[src/rtl/core/rrts_pkg.sv]
// Shared constants, codes and types of the round-robin thread scheduler.
package rrts_pkg;

	localparam int MAX_THREADS = 16;
	localparam int TID_W       = $clog2(MAX_THREADS);
	localparam int CNT_W       = $clog2(MAX_THREADS + 1);
	localparam int QLEN_W      = 30;
	localparam int QCNT_W      = 32;
	localparam int OP_W        = 3;
	localparam int STATUS_W    = 3;
	localparam int IN_W        = 8;
	localparam int OUT_W       = 80;

	localparam logic [QLEN_W-1:0] QLEN_RESET = QLEN_W'(100000);

	localparam logic [OP_W-1:0] OP_TICK      = 3'd0;
	localparam logic [OP_W-1:0] OP_SPAWN     = 3'd1;
	localparam logic [OP_W-1:0] OP_TERMINATE = 3'd2;
	localparam logic [OP_W-1:0] OP_BLOCK     = 3'd3;
	localparam logic [OP_W-1:0] OP_RESUME    = 3'd4;
	localparam logic [OP_W-1:0] OP_SYNC      = 3'd5;
	localparam logic [OP_W-1:0] OP_QUERY     = 3'd6;

	localparam logic [STATUS_W-1:0] ST_OK         = 3'd0;
	localparam logic [STATUS_W-1:0] ST_INVALID_ID = 3'd1;
	localparam logic [STATUS_W-1:0] ST_TABLE_FULL = 3'd2;
	localparam logic [STATUS_W-1:0] ST_MAIN       = 3'd3;
	localparam logic [STATUS_W-1:0] ST_NO_READY   = 3'd4;
	localparam logic [STATUS_W-1:0] ST_MAIN_RESET = 3'd5;

	typedef enum logic [1:0] {
		MODE_READY   = 2'd0,
		MODE_RUNNING = 2'd1,
		MODE_BLOCKED = 2'd2
	} mode_t;

endpackage

[src/rtl/core/round_robin_thread_scheduler_unit.sv]
// Top level of the round-robin thread scheduler: sequencer, thread tables and ready ring.
//
//  Channel  | Direction | Handshake          | Payload
//  ---------+-----------+--------------------+-----------------------------------------
//  s_*      | in        | s_tvalid/s_tready  | s_tdata: operation[2:0], tid[6:3]
//  m_*      | out       | m_tvalid/m_tready  | m_tdata: status, new_id, running_id,
//           |           |                    |   total_quantums, thread_quantums, switched
//  cfg_*    | in        | cfg_we             | cfg_wdata: quantum_length
//
// One event is taken at a time. It is accepted, then decoded; starting a new quantum takes
// three steps (ring pop, per-thread count, total count), and the output load one more.
// Removing a thread from the ready ring walks the ring entries, and releasing waiters
// walks all MAX_THREADS slots. Tick, per-thread quantum and total counting go through
// the one shared incrementer.
// Reset is asynchronous and leaves thread 0 running with one quantum started. The ready
// ring itself is not cleared. A result waiting on a stalled output holds the sequencer in its
// final state; the input is only ready while the sequencer is idle.
module round_robin_thread_scheduler_unit (
	input  logic                          clk,
	input  logic                          arst_n,
	input  logic                          s_tvalid,
	output logic                          s_tready,
	input  logic [rrts_pkg::IN_W-1:0]     s_tdata,   // operation[2:0], tid[6:3]
	output logic                          m_tvalid,
	input  logic                          m_tready,
	output logic [rrts_pkg::OUT_W-1:0]    m_tdata,   // status[2:0], new_id[6:3],
	                                                 // running_id[10:7], total_quantums[42:11],
	                                                 // thread_quantums[74:43], switched[75]
	input  logic                          cfg_we,
	input  logic [rrts_pkg::QLEN_W-1:0]   cfg_wdata
);
	import rrts_pkg::*;

	typedef enum logic [3:0] {
		S_IDLE,
		S_DEC,
		S_POP,
		S_INCQ,
		S_INCT,
		S_REM_FIND,
		S_REM_SHIFT,
		S_REL,
		S_TERM_SW,
		S_TERM_END,
		S_FIN
	} state_t;

	state_t state_q;

	// Thread tables and scheduler state.
	logic [MAX_THREADS-1:0]  slot_used_q;
	mode_t                   mode_q [MAX_THREADS];
	logic [MAX_THREADS-1:0]  wait_q;
	logic [QCNT_W-1:0]       tqc_q [MAX_THREADS];
	logic [MAX_THREADS-1:0]  wmask_q [MAX_THREADS];
	logic [TID_W-1:0]        ring_q [MAX_THREADS];
	logic [TID_W-1:0]        head_q;
	logic [CNT_W-1:0]        cnt_q;
	logic [TID_W-1:0]        cur_q;
	logic [QCNT_W-1:0]       total_q;
	logic [QLEN_W-1:0]       slice_q;
	logic [CNT_W-1:0]        live_q;
	logic [QLEN_W-1:0]       qlen_q;

	// Per-event working registers.
	logic [OP_W-1:0]         op_q;
	logic [TID_W-1:0]        tid_q;
	logic [STATUS_W-1:0]     status_q;
	logic [TID_W-1:0]        new_q;
	logic [QCNT_W-1:0]       tq_q;
	logic                    sw_q;
	logic                    run_q;
	logic [MAX_THREADS-1:0]  w_q;
	logic [CNT_W-1:0]        idx_q;

	// Output register.
	logic                    m_tvalid_q;
	logic [OUT_W-1:0]        m_tdata_q;

	logic [OP_W-1:0]         in_op;
	logic [TID_W-1:0]        in_tid;
	logic [QCNT_W-1:0]       alu_a;
	logic [QCNT_W-1:0]       alu_limit;
	logic [QCNT_W-1:0]       alu_sum;
	logic                    alu_reached;
	logic [TID_W-1:0]        ring_ra;
	logic [TID_W-1:0]        ring_rd;
	logic                    ring_we;
	logic [TID_W-1:0]        ring_wa;
	logic [TID_W-1:0]        ring_wd;
	logic                    push_ok;
	logic [TID_W-1:0]        push_addr;
	logic [TID_W-1:0]        free_id;
	logic                    free_found;
	logic                    spawn_ok;
	logic [TID_W-1:0]        rel_id;
	logic                    rel_hit;
	logic                    out_free;

	assign in_op   = s_tdata[OP_W-1:0];
	assign in_tid  = s_tdata[OP_W+TID_W-1:OP_W];
	assign s_tready = (state_q == S_IDLE);
	assign m_tvalid = m_tvalid_q;
	assign m_tdata  = m_tdata_q;
	assign out_free = !m_tvalid_q || m_tready;

	assign push_ok   = (cnt_q < CNT_W'(MAX_THREADS));
	assign push_addr = head_q + cnt_q[TID_W-1:0];
	assign rel_id    = idx_q[TID_W-1:0];
	assign rel_hit   = w_q[rel_id] && slot_used_q[rel_id];

	// Lowest free slot above main.
	always_comb begin
		free_id    = '0;
		free_found = 1'b0;
		for (int i = MAX_THREADS - 1; i >= 1; i--) begin
			if (!slot_used_q[i]) begin
				free_id    = TID_W'(i);
				free_found = 1'b1;
			end
		end
	end
	assign spawn_ok = free_found && (live_q < CNT_W'(MAX_THREADS));

	// The shared incrementer serves the tick counter, the thread count and the total.
	always_comb begin
		alu_limit = {{(QCNT_W-QLEN_W){1'b0}}, qlen_q};
		if (qlen_q == '0) begin
			alu_limit = QCNT_W'(1);
		end
		case (state_q)
			S_INCQ:  alu_a = tqc_q[cur_q];
			S_INCT:  alu_a = total_q;
			default: alu_a = {{(QCNT_W-QLEN_W){1'b0}}, slice_q};
		endcase
	end

	rrts_alu u_alu (
		.operand (alu_a),
		.limit   (alu_limit),
		.sum     (alu_sum),
		.reached (alu_reached)
	);

	// Ready ring: one read and one write address per cycle.
	always_comb begin
		case (state_q)
			S_REM_FIND:  ring_ra = head_q + idx_q[TID_W-1:0];
			S_REM_SHIFT: ring_ra = head_q + idx_q[TID_W-1:0] + TID_W'(1);
			default:     ring_ra = head_q;
		endcase
	end
	assign ring_rd = ring_q[ring_ra];

	always_comb begin
		ring_we = 1'b0;
		ring_wa = push_addr;
		ring_wd = tid_q;
		case (state_q)
			S_DEC: begin
				case (op_q)
					OP_TICK: begin
						ring_we = alu_reached && push_ok;
						ring_wd = cur_q;
					end
					OP_SPAWN: begin
						ring_we = spawn_ok && push_ok;
						ring_wd = free_id;
					end
					OP_RESUME: begin
						ring_we = slot_used_q[tid_q] && (mode_q[tid_q] == MODE_BLOCKED)
							&& !wait_q[tid_q] && push_ok;
					end
					default: ring_we = 1'b0;
				endcase
			end
			S_REL: begin
				ring_we = rel_hit && (mode_q[rel_id] == MODE_BLOCKED) && push_ok;
				ring_wd = rel_id;
			end
			S_REM_SHIFT: begin
				ring_we = ((idx_q + CNT_W'(1)) < cnt_q);
				ring_wa = head_q + idx_q[TID_W-1:0];
				ring_wd = ring_rd;
			end
			default: ring_we = 1'b0;
		endcase
	end

	always_ff @(posedge clk) begin
		if (ring_we) begin
			ring_q[ring_wa] <= ring_wd;
		end
	end

	// Sequencer with thread tables and output register.
	always_ff @(posedge clk or negedge arst_n) begin
		if (!arst_n) begin
			state_q     <= S_IDLE;
			slot_used_q <= MAX_THREADS'(1);
			wait_q      <= '0;
			for (int i = 0; i < MAX_THREADS; i++) begin
				mode_q[i]  <= MODE_READY;
				tqc_q[i]   <= '0;
				wmask_q[i] <= '0;
			end
			mode_q[0]   <= MODE_RUNNING;
			tqc_q[0]    <= QCNT_W'(1);
			head_q      <= '0;
			cnt_q       <= '0;
			cur_q       <= '0;
			total_q     <= QCNT_W'(1);
			slice_q     <= '0;
			live_q      <= CNT_W'(1);
			qlen_q      <= QLEN_RESET;
			op_q        <= '0;
			tid_q       <= '0;
			status_q    <= ST_OK;
			new_q       <= '0;
			tq_q        <= '0;
			sw_q        <= 1'b0;
			run_q       <= 1'b0;
			w_q         <= '0;
			idx_q       <= '0;
			m_tvalid_q  <= 1'b0;
			m_tdata_q   <= '0;
		end else begin
			if (cfg_we) begin
				qlen_q <= cfg_wdata;
			end
			if (m_tvalid_q && m_tready) begin
				m_tvalid_q <= 1'b0;
			end
			if (ring_we && state_q != S_REM_SHIFT) begin
				cnt_q <= cnt_q + CNT_W'(1);
			end
			case (state_q)
				S_IDLE: begin
					if (s_tvalid) begin
						op_q     <= in_op;
						tid_q    <= in_tid;
						status_q <= ST_OK;
						new_q    <= '0;
						tq_q     <= '0;
						sw_q     <= 1'b0;
						run_q    <= 1'b0;
						idx_q    <= '0;
						state_q  <= S_DEC;
					end
				end
				S_DEC: begin
					state_q <= S_FIN;
					case (op_q)
						OP_TICK: begin
							if (alu_reached) begin
								mode_q[cur_q] <= MODE_READY;
								state_q       <= S_POP;
							end else begin
								slice_q <= alu_sum[QLEN_W-1:0];
							end
						end
						OP_SPAWN: begin
							if (!spawn_ok) begin
								status_q <= ST_TABLE_FULL;
							end else begin
								slot_used_q[free_id] <= 1'b1;
								mode_q[free_id]      <= MODE_READY;
								wait_q[free_id]      <= 1'b0;
								tqc_q[free_id]       <= '0;
								wmask_q[free_id]     <= '0;
								live_q               <= live_q + CNT_W'(1);
								new_q                <= free_id;
							end
						end
						OP_TERMINATE: begin
							if (!slot_used_q[tid_q]) begin
								status_q <= ST_INVALID_ID;
							end else if (tid_q == '0) begin
								// Terminating main returns every table to its reset state.
								slot_used_q <= MAX_THREADS'(1);
								wait_q      <= '0;
								for (int i = 0; i < MAX_THREADS; i++) begin
									mode_q[i]  <= MODE_READY;
									tqc_q[i]   <= '0;
									wmask_q[i] <= '0;
								end
								mode_q[0] <= MODE_RUNNING;
								tqc_q[0]  <= QCNT_W'(1);
								head_q    <= '0;
								cnt_q     <= '0;
								cur_q     <= '0;
								total_q   <= QCNT_W'(1);
								slice_q   <= '0;
								live_q    <= CNT_W'(1);
								status_q  <= ST_MAIN_RESET;
							end else if ((tid_q == cur_q) && (cnt_q == '0)
								&& (wmask_q[tid_q] == '0)) begin
								status_q <= ST_NO_READY;
							end else begin
								run_q <= (tid_q == cur_q);
								w_q   <= wmask_q[tid_q];
								if ((mode_q[tid_q] == MODE_READY) && (tid_q != cur_q)) begin
									state_q <= S_REM_FIND;
								end else begin
									state_q <= S_REL;
								end
							end
						end
						OP_BLOCK: begin
							if (!slot_used_q[tid_q]) begin
								status_q <= ST_INVALID_ID;
							end else if (tid_q == '0) begin
								status_q <= ST_MAIN;
							end else if (mode_q[tid_q] == MODE_BLOCKED) begin
								status_q <= ST_OK;
							end else if (tid_q == cur_q) begin
								if (cnt_q == '0) begin
									status_q <= ST_NO_READY;
								end else begin
									mode_q[tid_q] <= MODE_BLOCKED;
									state_q       <= S_POP;
								end
							end else begin
								mode_q[tid_q] <= MODE_BLOCKED;
								state_q       <= S_REM_FIND;
							end
						end
						OP_RESUME: begin
							if (!slot_used_q[tid_q]) begin
								status_q <= ST_INVALID_ID;
							end else if ((mode_q[tid_q] == MODE_BLOCKED) && !wait_q[tid_q]) begin
								mode_q[tid_q] <= MODE_READY;
							end
						end
						OP_SYNC: begin
							if (!slot_used_q[tid_q]) begin
								status_q <= ST_INVALID_ID;
							end else if (tid_q == '0) begin
								status_q <= ST_MAIN;
							end else if (tid_q == cur_q) begin
								status_q <= ST_INVALID_ID;
							end else if (cnt_q == '0) begin
								status_q <= ST_NO_READY;
							end else begin
								wmask_q[tid_q][cur_q] <= 1'b1;
								wait_q[cur_q]         <= 1'b1;
								mode_q[cur_q]         <= MODE_BLOCKED;
								state_q               <= S_POP;
							end
						end
						OP_QUERY: begin
							if (!slot_used_q[tid_q]) begin
								status_q <= ST_INVALID_ID;
							end else begin
								tq_q <= tqc_q[tid_q];
							end
						end
						default: status_q <= ST_OK;
					endcase
				end
				S_REM_FIND: begin
					if (idx_q >= cnt_q) begin
						idx_q   <= '0;
						state_q <= (op_q == OP_TERMINATE) ? S_REL : S_FIN;
					end else if (ring_rd == tid_q) begin
						state_q <= S_REM_SHIFT;
					end else begin
						idx_q <= idx_q + CNT_W'(1);
					end
				end
				S_REM_SHIFT: begin
					// Close the gap one entry a cycle, then drop the tail.
					if ((idx_q + CNT_W'(1)) < cnt_q) begin
						idx_q <= idx_q + CNT_W'(1);
					end else begin
						cnt_q   <= cnt_q - CNT_W'(1);
						idx_q   <= '0;
						state_q <= (op_q == OP_TERMINATE) ? S_REL : S_FIN;
					end
				end
				S_REL: begin
					// Release waiters of the terminating thread in ascending id.
					if (rel_hit) begin
						wait_q[rel_id] <= 1'b0;
						if (mode_q[rel_id] == MODE_BLOCKED) begin
							mode_q[rel_id] <= MODE_READY;
						end
					end
					if (idx_q == CNT_W'(MAX_THREADS - 1)) begin
						state_q <= S_TERM_SW;
					end else begin
						idx_q <= idx_q + CNT_W'(1);
					end
				end
				S_TERM_SW: begin
					for (int i = 0; i < MAX_THREADS; i++) begin
						wmask_q[i][tid_q] <= 1'b0;
					end
					state_q <= (run_q && (cnt_q != '0)) ? S_POP : S_TERM_END;
				end
				S_POP: begin
					cur_q           <= ring_rd;
					mode_q[ring_rd] <= MODE_RUNNING;
					head_q          <= head_q + TID_W'(1);
					cnt_q           <= cnt_q - CNT_W'(1);
					state_q         <= S_INCQ;
				end
				S_INCQ: begin
					tqc_q[cur_q] <= alu_sum;
					state_q      <= S_INCT;
				end
				S_INCT: begin
					total_q <= alu_sum;
					slice_q <= '0;
					sw_q    <= 1'b1;
					state_q <= (op_q == OP_TERMINATE) ? S_TERM_END : S_FIN;
				end
				S_TERM_END: begin
					slot_used_q[tid_q] <= 1'b0;
					mode_q[tid_q]      <= MODE_READY;
					wait_q[tid_q]      <= 1'b0;
					tqc_q[tid_q]       <= '0;
					wmask_q[tid_q]     <= '0;
					live_q             <= live_q - CNT_W'(1);
					state_q            <= S_FIN;
				end
				S_FIN: begin
					if (out_free) begin
						m_tvalid_q <= 1'b1;
						m_tdata_q  <= {4'b0, sw_q, tq_q, total_q, cur_q, new_q, status_q};
						state_q    <= S_IDLE;
					end
				end
				default: state_q <= S_IDLE;
			endcase
		end
	end

	// Main never leaves its slot.
	a_main_used: assert property (@(posedge clk) disable iff (!arst_n)
		slot_used_q[0])
		else $error("main thread slot freed");

	// While the sequencer is idle, the running thread owns a slot and is marked running.
	a_cur_running: assert property (@(posedge clk) disable iff (!arst_n)
		(state_q == S_IDLE) |-> (slot_used_q[cur_q] && (mode_q[cur_q] == MODE_RUNNING)))
		else $error("running thread not in a live running slot");

	// While the sequencer is idle, the ring holds fewer entries than threads alive.
	a_ring_fits: assert property (@(posedge clk) disable iff (!arst_n)
		(state_q == S_IDLE) |-> (cnt_q < live_q))
		else $error("ready ring larger than live threads");

	// A result is only presented from the final state.
	a_out_from_fin: assert property (@(posedge clk) disable iff (!arst_n)
		$rose(m_tvalid_q) |-> ($past(state_q) == S_FIN))
		else $error("result presented outside final state");

endmodule

[src/rtl/core/rrts_alu.sv]
// Shared 32-bit incrementer with limit compare, used for ticks and quantum counters.
module rrts_alu (
	input  logic [rrts_pkg::QCNT_W-1:0] operand,
	input  logic [rrts_pkg::QCNT_W-1:0] limit,
	output logic [rrts_pkg::QCNT_W-1:0] sum,
	output logic                        reached
);
	import rrts_pkg::*;

	// The sum wraps, as the quantum counters do.
	assign sum     = operand + QCNT_W'(1);
	assign reached = (sum >= limit);

endmodule
[config.mk]
export PLATFORM = sky130hd
export DESIGN_NAME = round_robin_thread_scheduler_unit
export DESIGN_NICKNAME = d
export VERILOG_FILES = /design/src/rtl/core/rrts_pkg.sv /design/src/rtl/core/round_robin_thread_scheduler_unit.sv /design/src/rtl/core/rrts_alu.sv
export SDC_FILE = /design/constraint.sdc
export NUM_CORES = 2
export LEC_CHECK = 0
export BUFFER_PORTS_ARGS = -buffer_cell sky130_fd_sc_hd__buf_2
export CORE_ASPECT_RATIO = 1.1
export CORE_MARGIN = 8
export CORE_UTILIZATION = 64
export CTS_BUF_LIST = sky130_fd_sc_hd__clkbuf_16
export CTS_CLUSTER_DIAMETER = 80
export DETAILED_ROUTE_END_ITERATION = 6
export GPL_ROUTABILITY_DRIVEN = 0
export HOLD_SLACK_MARGIN = 0.08
export PLACE_DENSITY_LB_ADDON = 0.1
export SLEW_MARGIN = 20
export SYNTH_ARGS = -nofsm -noshare
export SYNTH_HDL_FRONTEND = slang
export SYNTH_SLANG_ARGS = --single-unit
[constraint.sdc]
create_clock -name clk -period 8.2 [get_ports clk]
set_input_delay 1.64 -clock clk [delete_from_list [all_inputs] [get_ports clk]]
set_output_delay 1.64 -clock clk [all_outputs]
set_load 0.01 [all_outputs]
; Yosys cells after proc, flatten, opt, wreduce, memory -nomap -nowiden
; Memories as Yosys holds them, arrays and structs flattened.
; Index checks and enable logic that the tools add are counted.
[totals]
inputBits = 43
mem_bits_rw = 64
output_inout_bits = 82
memories = 1
word_cells = 521
reg_bits = 1092
[op_classes]
bitwise = 58
magnitude_cmp = 23
mux = 231
eq_ne = 64
addsub = 10
reduce_logical = 65
[mem_list]
columns = name, depth, word_bits, rd, rd_ports_with_merged_regs, wr, line_no
row1 = ring_q, 16, 4, 1, 0, 1, round_robin_thread_scheduler_unit.sv:56  ; logic [TID_W-1:0] ring_q [MAX_THREADS];
[ops]
columns = cell, n
row1 = $mux 256, 7
row2 = $mux 512, 3
row3 = $pmux 256 s3, 2
row4 = $pmux 512 s3, 1
row5 = $and 512x512->512, 2
row6 = $not 512->512, 2
row7 = $pmux 512 s2, 1
row8 = $mux 32, 30
row9 = $and 256x256->256, 2
row10 = $bwmux 512, 1
row11 = $not 256->256, 2
row12 = $demux 32 s4, 3
row13 = $and 16x16->16, 23
row14 = $bmux 32 s4, 2
row15 = $mux 16, 16
row16 = $or 256x256->256, 1
row17 = $demux 16 s4, 3
row18 = $pmux 32 s2, 3
row19 = $pmux 32 s6, 1
row20 = $mux 4, 42
row21 = $and 32x32->32, 4
row22 = $not 32->32, 4
row23 = $pmux 32 s4, 1
row24 = $mux 30, 4
row25 = other kinds (83), 291

; Logic depth before layout (Yosys ltp)
[logic_depth]
depth_word = 25
mapped_depth = 32
depth_no_buf = 23

; By module
; Synthesis repeated with hierarchy kept, for this count alone.
[unflattened]
hier_cells = 5289
area_unflattened_um2 = 61138.6
[by_module_without_submodules]
columns = mod, area_per_inst_um2, cells_each, instances, seq_area_each_um2
row1 = round_robin_thread_scheduler_unit, 59788.6, 5101, 1, 29261.8
row2 = rrts_alu, 1350.0, 188, 1, 0.0

; Worst setup path before layout
; Ideal clock, no wire load.
[synth_timing]
path_kind = register to register
from = register cur_q[0]
to = memory ring_q[2][0] in the netlist's numbering (enable)
required_time_ps = 7930
setup_ps = 270
stages_incl_launch_ff = 28
synth_period_minus_slack_ps = 5786
t_arrival_ps = 5516
path_buffers = 8
slack_ps = 2414
path_cell_list = dfrtp_1 > buf_6 > buf_8 > buf_12 > buf_6 > mux4_2 > a22oi_1 > nand2_1 > a21oi_1 > inv_1 > clkbuf_1 > ha_1 > nor2b_1 > clkbuf_1 > nand2_1 > nor3_1 > xnor2_1 > buf_2 > ha_1 > a2111oi_0 > a21oi_1 > o21ai_0 > o211a_1 > nand4b_1 > o21ai_2 > and2_1 > buf_2 > nor3_1
[synth_via]
elab_chain_cells = 12
[synth_lines]
columns = item, line_no
row1 = "start, declared", round_robin_thread_scheduler_unit.sv:59  ; logic [TID_W-1:0] cur_q;
row2 = "start signal, assigned", round_robin_thread_scheduler_unit.sv:402  ; cur_q <= ring_rd;
row3 = $not 4->5 (not written as such), round_robin_thread_scheduler_unit.sv:132  ; S_INCQ: alu_a = tqc_q[cur_q];
row4 = $bmux 32 s4, round_robin_thread_scheduler_unit.sv:132
row5 = $mux 32 (not written as such) (2 in a row), round_robin_thread_scheduler_unit.sv:132
row6 = $pmux 32 s2, round_robin_thread_scheduler_unit.sv:131  ; case (state_q)
row7 = $add 32x1->32, rrts_alu.sv:11  ; assign sum = operand + QCNT_W'(1);
row8 = $ge 32x30->1, rrts_alu.sv:12  ; assign reached = (sum >= limit);
row9 = $logic_and 1x1->1, round_robin_thread_scheduler_unit.sv:163  ; ring_we = alu_reached && push_ok;
row10 = $pmux 1 s3, round_robin_thread_scheduler_unit.sv:161  ; case (op_q)
row11 = $pmux 1 s3, round_robin_thread_scheduler_unit.sv:159  ; case (state_q)
row12 = $mux 1, round_robin_thread_scheduler_unit.sv:191  ; if (ring_we) begin
row13 = $mux 1 (not written as such), round_robin_thread_scheduler_unit.sv:192  ; ring_q[ring_wa] <= ring_wd;
row14 = "end, declared", round_robin_thread_scheduler_unit.sv:56
; Every way passes these cells. The select of a mux whose other input is x is not followed.

; Final worst setup path
[layout_timing]
from = register state_q[0]
to = register mode_q[31] in the netlist's numbering
[layout_via]
elab_chain_cells = 11
word_cells_on_any_way = 41
cone_classes = 1 x add/sub / 3 x order compare / 25 x eq/ne / 5 x mux / 3 x bitwise / 3 x reduce/logical / 1 x memory
[layout_lines]
columns = item, line_no
row1 = "start, declared", round_robin_thread_scheduler_unit.sv:48  ; state_t state_q;
row2 = "start signal, assigned", round_robin_thread_scheduler_unit.sv:364  ; state_q <= (op_q == OP_TERMINATE) ? S_REL : S_FIN;
row3 = "start signal, assigned", round_robin_thread_scheduler_unit.sv:378  ; state_q <= (op_q == OP_TERMINATE) ? S_REL : S_FIN;
row4 = "start signal, assigned", round_robin_thread_scheduler_unit.sv:399  ; state_q <= (run_q && (cnt_q != '0)) ? S_POP : S_TERM_END;
row5 = "parallel branches: the longest is 11 deep, another holds $add 32x1->32", --
row6 = "end, declared", round_robin_thread_scheduler_unit.sv:52  ; mode_t mode_q [MAX_THREADS];
; Several ways; the timed one is not identified.
; A chain may end at the register's enable or synchronous reset.

==> flow_summary.ini <==
[clocking]
ctsRootBufferMaster = clkbuf_16
post_cts_buffers = 0
cts.sinks = 1156
cts_tree = done
clkLatencyLatePin_ns = 0.74
htree_num_levels = 3
cts_buffers = 117
clk_pin_slew_worst_paths_ns = 0.06
hold_buffers = 0
cts_resized = 0
clock_path_buffers = 3

[power]
leakage_nw = 29.1
power.density_mw_per_mm2 = 352
ir_drop_uv = 301

[synthesis]
postSynthAreaPerCell_um2 = 11.1
synth_ff_type = dfrtp_1
ys_top_cells_by_area = dfrtp_1 44%, mux4_2 13%, a22o_1 5.4%
synth_edf_count = 64
syn_area_mm2 = 0.0615
ys_top_cells_by_count = 1081 x dfrtp_1, 652 x a21oi_1, 548 x nand2_1
yosysUniqueCellTypes = 115
ys_ff_latch = 1156
syn_inst = 5535
ys_seq_area_frac = 0.476
synth_top_area_cell = dfrtp_1
yosys.area.top_type_share = 0.440
ys_async_sr_fraction = 0.945
synth_most_common_cell = dfrtp_1
yosysWarnings = 0

[die]
die_w_um = 312
die_h_um = 341
initial_utilization = 0.645
core_mm2 = 0.0954
rows = 119
ios = 125
die-area_mm2 = 0.106

[worst_setup_path]
crit_chain = buf_4 > nand4bb_2 > nor2_2 > buf_4 > and3_1 > o32ai_1 > a211oi_1 > inv_1 > nor3_2 > nand4b_1 > xnor2_2 > buf_4 > inv_1 > ha_1 > nand4_1 > nor2_1 > nand2_1 > o211a_1 > nand2_1 > or2_1 > nand3_1 > o2bb2ai_1 > a21o_1
crit_required_ns = 8.85
criticalPathCategory = flip-flop to flip-flop
cp_slowest_cell = nand3_1
max_stage_delay_ns = 0.78
endpoint_kind = flip-flop
cp_max_fo = 30
crit_top_cell = buf_4
worstPathArrival_ns = 8.25
cp-start-kind = flip-flop

[timing]
tightestPinTransition_ns = 1.32
setup_tns_ns = 0
fmax_mhz = 132
fin_crit_ns = 7.60
finalSetupViolCount = 0
finClkSkew_ns = 0.0351
max-slew-margin-rel = 0.115
min_period_over_period = 0.927
rsz0062_at_grt = false
drv_slew = 0
finalHoldViolCount = 0

[route]
num_vias = 51700
drtAntennaViolNets = 0
wl_per_cell_um = 32.4
drc = 30
vias_per_cell = 7.56
wirelength_um = 222000
firstDrtPassIters = 7
drtIter0Drc = 8564

[global_route]
grt_max_degree = 149
grt_pass1_vias = 50300
grt_pass1_wl_um = 331000
antenna_found_initial = 5
track_usage = 0.410
grt_overflow = 0

[layout]
syn_to_final_growth_pct = 9.33
layout-drive-gt1-share = 0.203
fill_cells = 6840
nNetsFinal = 5575
finish.utilization = 0.705

[run]
cap_violations = 0

[run_status]
status = finished, violations left
violations = design-rule violations

[placed_design]
dp_hpwl_um = 138000
port_buffers = 119

[hold_path]
holdCritPathClass = flip-flop to flip-flop
[report_power, final]
group	internal, mW	switching, mW
registers	6.54	1.00
logic	3.42	7.27
clock network	3.03	2.40
[routing by layer]
metal  track usage  routed length [µm]  up-vias
li1              -                   -    20800
met1         0.542               78200    25700
met2         0.581               93500     4259
met3         0.151               33300     1012
met4         0.246               16500        8
met5             0                  63        -
[final cells by class]
type / instances / area (µm²) / share of cell area
Multi-Input combinational cell: 3794 / 30100 / 0.447
Sequential cell: 1156 / 29300 / 0.435
Clock buffer: 120 / 3000 / 0.0447
Timing Repair Buffer: 301 / 2080 / 0.0310
Tap cell: 1270 / 1590 / 0.0236
Clock inverter: 99 / 822 / 0.0122
Inverter: 101 / 382 / 0.00567
Antenna cell: 2 / 5.00 / 0.0000744
[stage by stage]
stage / cells / area, µm² / power (mW) / hold WS (ns) / setup WS (ns)
4_1_cts: 6840 / 67200 / 23.2 / 0.485 / 0.903
2_1_floorplan: 5538 / 61500 / 14.2 / 0.443 / 2.41
3_5_place_dp: 6621 / 63400 / 17.8 / 0.470 / 0.952
6_report: 6843 / 67300 / 23.7 / 0.479 / 0.602
5_1_grt: 6841 / 67200 / 24.3 / 0.499 / 0.453
3_3_place_gp: 6620 / 63300 / 17.6 / 0.459 / 0.999
[worst paths after layout]
kind	from	to	slack, ns	cells after the start
max in group asynchronous	arst_n	wmask_q[112]	5.54	3
min	tq_q[13]	tq_q[13]	0.48	2
min reg2reg	tq_q[13]	tq_q[13]	0.48	2
max reg2reg	state_q[0]	mode_q[31]	0.60	23
min in group asynchronous	arst_n	m_tdata[62]	0.93	1
max	state_q[0]	mode_q[31]	0.60	23
[worst max-delay path, delay by kind of cell (launching register included)]
family,cells,cell delay (ns)
adders and majority gates,1,0.32
and+or+nand+nor,11,3.38
DFF,1,0.71
buffers and inverters,5,1.33
AOI/OAI and AO/OA,5,1.60
xor gates and xnor gates,1,0.16
[kinds of logic after synthesis]
| logic type | count (synthesis) | share of synthesized area |
|---|---|---|
| flops | 1156 | 0.476 |
| buf+inv | 588 | 0.0445 |
| mux | 594 | 0.173 |
| compound gates | 1927 | 0.201 |
| fa+ha+maj | 62 | 0.0128 |
| other cells | 1 | 0.0000610 |
| simple gates | 1157 | 0.0851 |
| xor+xnor | 50 | 0.00761 |
[flip-flops by register name, summed over array words and instances (netlist names), 5 cells and up]
register,count
cnt_q,5
idx_q,5
live_q,5
m_tdata,76
mode_q,32
qlen_q,30
ring_q,64
slice_q,30
slot_used_q,16
total_q,32
tq_q,32
tqc_q,512
w_q,16
wait_q,16
wmask_q,256
[cell usage in the layout, fill, tap and decap left out, drive strengths merged, types with 24 or more instances in the layout]
master,n
ha,59
buf,301
xnor2,29
nand2,551
o21a,24
a22oi,51
mux2i,114
a31oi,26
o22ai,57
clkbuf,120
nand2b,26
o21ai,471
a32oi,29
o31ai,48
inv,137
dfrtp,1081
a22o,382
edfxtp,64
nor2,285
a21oi,652
nor2b,36
nor3,61
mux2,117
nand3,68
a211oi,39
mux4,363
clkinv,39
Note: power is estimated with default switching activity, not from simulation.
